File: src/design/indexed_list_manager_macros.svh
// Assertion macros for the indexed list manager
`ifndef INDEXED_LIST_MANAGER_MACROS_SVH
`define INDEXED_LIST_MANAGER_MACROS_SVH

// same-cycle implication, checked outside reset
`define ILM_ASSERT_IMP(label, clk, rst_n, ante, cons) \
  label: assert property (@(posedge clk) disable iff (!rst_n) (ante) |-> (cons)) \
    else $error("ilm assertion failed");

// next-cycle implication, checked outside reset
`define ILM_ASSERT_NXT(label, clk, rst_n, ante, cons) \
  label: assert property (@(posedge clk) disable iff (!rst_n) (ante) |=> (cons)) \
    else $error("ilm assertion failed");

`endif

File: src/design/ilm_pkg.sv
`timescale 1ns / 1ps
`default_nettype none

package ilm_pkg;

  localparam int unsigned DEPTH_DEF = 64;

  localparam int unsigned REQ_W     = 3;
  localparam int unsigned POS_W     = 7;
  localparam int unsigned VAL_W     = 32;
  localparam int unsigned FPOS_W    = 6;
  localparam int unsigned CNT_OUT_W = 7;

  localparam logic [REQ_W-1:0] OP_INSERT = 3'd0;
  localparam logic [REQ_W-1:0] OP_DELETE = 3'd1;
  localparam logic [REQ_W-1:0] OP_SEARCH = 3'd2;
  localparam logic [REQ_W-1:0] OP_EDIT   = 3'd3;
  localparam logic [REQ_W-1:0] OP_CLEAR  = 3'd4;

  localparam logic [1:0] UPD_NONE = 2'd0;
  localparam logic [1:0] UPD_INS  = 2'd1;
  localparam logic [1:0] UPD_DEL  = 2'd2;
  localparam logic [1:0] UPD_WR   = 2'd3;

  typedef struct packed {
    logic       load;
    logic       shift;
    logic [1:0] upd;
  } ilm_cmd_t;

endpackage

`default_nettype wire

File: src/design/ilm_cell.sv
`timescale 1ns / 1ps
`default_nettype none

module ilm_cell #(
  parameter int unsigned IDX_W = 6,
  parameter int unsigned IDX   = 0
) (
  input  wire logic                           clk,
  input  wire ilm_pkg::ilm_cmd_t              cmd,
  input  wire logic [IDX_W-1:0]               cmd_pos,
  input  wire logic [ilm_pkg::VAL_W-1:0]      cmd_val,
  input  wire logic [ilm_pkg::VAL_W-1:0]      left_entry,
  input  wire logic [ilm_pkg::VAL_W-1:0]      right_entry,
  input  wire logic [ilm_pkg::VAL_W-1:0]      right_rd,
  output logic      [ilm_pkg::VAL_W-1:0]      entry,
  output logic      [ilm_pkg::VAL_W-1:0]      rd
);

  localparam logic [IDX_W-1:0] MY_IDX = IDX_W'(IDX);

  logic [ilm_pkg::VAL_W-1:0] entry_r;
  logic [ilm_pkg::VAL_W-1:0] entry_nxt;
  logic [ilm_pkg::VAL_W-1:0] rd_r;
  logic [ilm_pkg::VAL_W-1:0] rd_nxt;

  always_comb begin
    entry_nxt = entry_r;
    unique case (cmd.upd)
      ilm_pkg::UPD_INS: begin
        if (MY_IDX > cmd_pos) begin
          entry_nxt = left_entry;
        end else if (MY_IDX == cmd_pos) begin
          entry_nxt = cmd_val;
        end
      end
      ilm_pkg::UPD_DEL: begin
        if (MY_IDX >= cmd_pos) begin
          entry_nxt = right_entry;
        end
      end
      ilm_pkg::UPD_WR: begin
        if (MY_IDX == cmd_pos) begin
          entry_nxt = cmd_val;
        end
      end
      default: begin
        entry_nxt = entry_r;
      end
    endcase
  end

  always_comb begin
    if (cmd.load) begin
      rd_nxt = entry_r;
    end else if (cmd.shift) begin
      rd_nxt = right_rd;
    end else begin
      rd_nxt = rd_r;
    end
  end

  always_ff @(posedge clk) begin
    entry_r <= entry_nxt;
    rd_r    <= rd_nxt;
  end

  assign entry = entry_r;
  assign rd    = rd_r;

endmodule

`default_nettype wire

File: config.mk
export PLATFORM = sky130hd
export DESIGN_NAME = ilm_cell
export DESIGN_NICKNAME = d
export VERILOG_FILES = /design/src/design/indexed_list_manager_macros.svh /design/src/design/ilm_pkg.sv /design/src/design/ilm_cell.sv
export SDC_FILE = /design/constraint.sdc
export NUM_CORES = 1
export LEC_CHECK = 0
export ABC_AREA = 1
export ABC_CLOCK_PERIOD_IN_PS = 2950
export BUFFER_PORTS_ARGS = -buffer_cell sky130_fd_sc_hd__buf_4
export CORE_UTILIZATION = 39
export DETAILED_ROUTE_END_ITERATION = 16
export PLACE_DENSITY = 0.76
export SYNTH_ARGS = -nofsm -noshare
export SYNTH_HDL_FRONTEND = slang
export SYNTH_SLANG_ARGS = --single-unit
File: constraint.sdc
create_clock -name clk -period 2.95 [get_ports clk]
set_input_delay 0.4425 -clock clk [delete_from_list [all_inputs] [get_ports clk]]
set_output_delay 0.4425 -clock clk [all_outputs]
set_load 0.02 [all_outputs]
==> summary.txt <==
SYNTH
------------------------------------------------------------------------------------
Post-synthesis area per instance                                         8.674 sq um
Sequential share of the synthesized area                                      57.40%
Fraction of the mapped netlist area in compound gates                         5.007%
Synthesized-area fraction occupied by and/or/nand/nor cells                   26.79%
Synth warnings                                                                     0
Post-synthesis cell count                                                        386
Yosys reg bits                                                                    64
Multiplexer share of the synthesized area                                         0%
Post-synthesis adder-cell area fraction                                           0%
Largest family of logic cells by synthesized area                       simple AND/OR/NAND/NOR gates
Area share of xor/xnor cells in the synthesized design                            0%
Net count of the mapped netlist                                                  525
Post-synthesis instance area                                              3348 sq um
Post-synth cell types                                                             15

CRITICAL PATH
------------------------------------------------------------------------------------
Cell with the most instances on the worst path                                 inv_1
Worst R2R Path Depth                                                               4
CP Cell Sequence                                                        buf_4, inv_1, nor2_2, inv_1, nand3_1, nand2_1
Worst setup SP type                                                       input port
Required @ worst endpoint                                                    3160 ps
Worst setup EP type                                                         register
Maximum fanout along the worst path                                               32
Worst Path Arrival                                                           1830 ps
Reg-to-reg slack, setup                                                      1970 ps
Worst flop-to-flop path startpoint                                      entry[6]$_DFFE_PP_
Setup CP Type                                                              in -> reg
Highest-delay cell along the critical path                                     inv_1
FF-to-FF End                                                            entry[6]$_DFFE_PP_
Max stage delay on crit path                                                  810 ps

GLOBAL ROUTE
------------------------------------------------------------------------------------
Vias in the first global route                                                  3126
Total global routing track utilization                                        22.82%
Largest net degree at the start of global routing                                 65
Wire length of the first global-routing pass                            15230 microns
Global route overflow                                                              0
Antenna violations before repair                                                   0

DIE
------------------------------------------------------------------------------------
Placeable core region                                                     8258 sq um
Effective utilization at floorplan                                            40.55%
Width of the chip                                                       94.66 microns
I/O pin cnt                                                                      203
Die height                                                              94.66 microns
Die area                                                                  8960 sq um
Site Rows                                                                         33

TIMING
------------------------------------------------------------------------------------
Pins Over Slew Limit                                                               0
Transition time at the pin with the least slew margin                        1122 ps
Share of the clock period used by the worst path after layout                 55.02%
Clk_skew                                                                    7.442 ps
Setup Viol. Count Final                                                            0
Peak Freq                                                                  616.1 MHz
Total Neg Setup Slack                                                           0 ps
RSZ-0062 raised after global routing                                           false
Hold Vio Cnt, Final                                                                0
Fin worst setup slack                                                        1327 ps
Minimum clock period after layout                                            1623 ps
Remaining max-slew budget at the tightest pin                                 25.10%

DRT
------------------------------------------------------------------------------------
Detailed-route via count                                                        3284
Routed wirelength normalized by instance count                          15.03 microns
DR DRC count                                                                       0
DRC violation total after the first TritonRoute iteration                        156
Remaining number of nets flagged by the antenna check after routing                0
TritonRoute pass-1 iters                                                           6
Vias per Instance                                                              4.983
Detailed Route WL                                                       9906 microns

CLOCK TREE
------------------------------------------------------------------------------------
Worst skew pair latency                                                       330 ps
CTS tree                                                                         yes
Gates resized, CTS repair                                                          0
Number of buffers added for setup after CTS                                        0
Number of buffers inserted for hold repair after clock tree synthesis              0
Maximum clock path buffer count                                                    2
Sinks on the clock net                                                            64
Clock Pin Slew Worst Setup and Hold Paths                                      80 ps
CTS Buf Count                                                                      9
Cell chosen for the clock root                                              clkbuf_8
CTS HTree Levels                                                                   3

PLACEMENT
------------------------------------------------------------------------------------
Half-perimeter wire length after detailed placement                     6573 microns
Cell Count Post-Placement                                                        643
GP Congestion                                                                 0.8181
Worst Setup Slack post-DPL                                                  960.3 ps
Port bufs                                                                        170

MIN PATH
------------------------------------------------------------------------------------
Worst hold path stage count                                                        3
Hold path start                                                         right_entry[12]
Worst Hold Class                                                           in -> reg
Worst Hold Endpoint                                                     entry[12]$_DFFE_PP_

POWER
------------------------------------------------------------------------------------
Reported leakage power                                                      2.474 nW
Worst voltage drop across the vdd grid                                      229.4 uV
Cell Int Power                                                              1.727 mW
Sw frac                                                                       28.08%
Sequential cell fraction of total power                                        47.3%
Proportion of power drawn by the clock network                                 30.1%
Proportion of power drawn by combinational gates                               22.5%
Reported net switching power                                               0.6742 mW
Total power of the final layout                                             2.401 mW
Power Dens Cells                                                        491.2 nW/um^2

FINAL LAYOUT
------------------------------------------------------------------------------------
Commonest non-fill, non-tap cell in the layout                                 buf_4
Most used cells in the layout excluding fill and tap cells              buf_4 (176), nand2_1 (128), inv_1 (66)
Net count of the finished layout                                                 688
Area of the multi-input gates                                             1076 sq um
Utilization of the core after routing                                         59.20%
Fraction of layout cells with a size suffix above 1                           35.74%
Fill count                                                                       767
Area growth from synthesis to layout                                          46.00%
Count of inserted antenna diode cells                                              0
Sequential Area                                                           1922 sq um
Non-filler instance count after layout                                           659

JOB
------------------------------------------------------------------------------------
Maximum Capacitance Violations                                                     0

OUTCOME
------------------------------------------------------------------------------------
Result of the run                                                          completed

through the flow:
step                instance area [sq um]  hold WS [ps]
finish                               4888         376.3
global route                         4888         373.9
CTS                                  4888         359.9
detailed placement                   4702         621.7
global placement                     4702         602.2
floorplan                            3348         628.4
cell usage after synthesis:
cell type	n	area [sq um]
nand2_1	128	480.5
inv_1	66	247.7
edfxtp_1	64	1922
nand3_1	32	160.2
nand4_1	32	200.2
o21ai_0	25	125.1
buf_2	16	80.08
clkbuf_1	8	30.03
o21ai_1	7	35.03
nor2_4	3	33.78
inv_2	1	3.750
nand3_2	1	10.01
nor2_2	1	6.260
o21bai_1	1	7.510
or2_2	1	6.260
worst max-delay path, delay by kind of cell:
family                 cells  cell delay (ps)
AND/OR/NAND/NOR            3              340
buffers and inverters      3             1040
state kept, by name, indices dropped and copies added (netlist names):
register / flops
rd: 32
entry: 32
logic make-up (layout without fill, tap and decap cells):
logic type,after synthesis,in the layout
simple gates,198,198
compound gates,33,33
buf+inv,91,259
flops,64,64
layout make-up:
| type | instances | share of cell area [%] |
|---|---|---|
| flip-flops and latches | 64 | 39.31 |
| inverters | 67 | 5.145 |
| multi-input cells | 231 | 22.01 |
| repair buffers | 176 | 27.03 |
| clock buffers | 9 | 2.534 |
| well taps | 105 | 2.687 |
| clock inverters | 7 | 1.280 |
power groups by stage:
stage          clock network [mW]  logic [mW]  registers (mW)
4_1_cts                     0.745       0.544            1.14
3_5_place_dp                    0       0.543            1.16
3_3_place_gp                    0       0.533            1.15
6_report                    0.724       0.541            1.14
2_1_floorplan                   0       0.160            1.26
5_1_grt                     0.782       0.590            1.14
how the worst max path moves through the flow:
stage,start,to,cells after the start
final,cmd[1],entry[9]$_DFFE_PP_,6
after global placement,cmd[1],entry[12]$_DFFE_PP_,6
after floorplan,cmd_pos[0],entry[0]$_DFFE_PP_,4
after detailed placement,cmd[1],entry[9]$_DFFE_PP_,6
after global routing,cmd[1],entry[9]$_DFFE_PP_,6
after CTS,cmd[1],entry[9]$_DFFE_PP_,6
per-layer routing:
metal / up-vias / part of all wire, % / track usage [%]
met5: - / 0 / 0
met2: 173 / 51 / 40.29
li1: 1592 / - / -
met4: 0 / 2.1 / 10.23
met1: 1499 / 38 / 26.86
met3: 20 / 8.5 / 4.187
No activity file was read; power rests on OpenSTA's default activity.
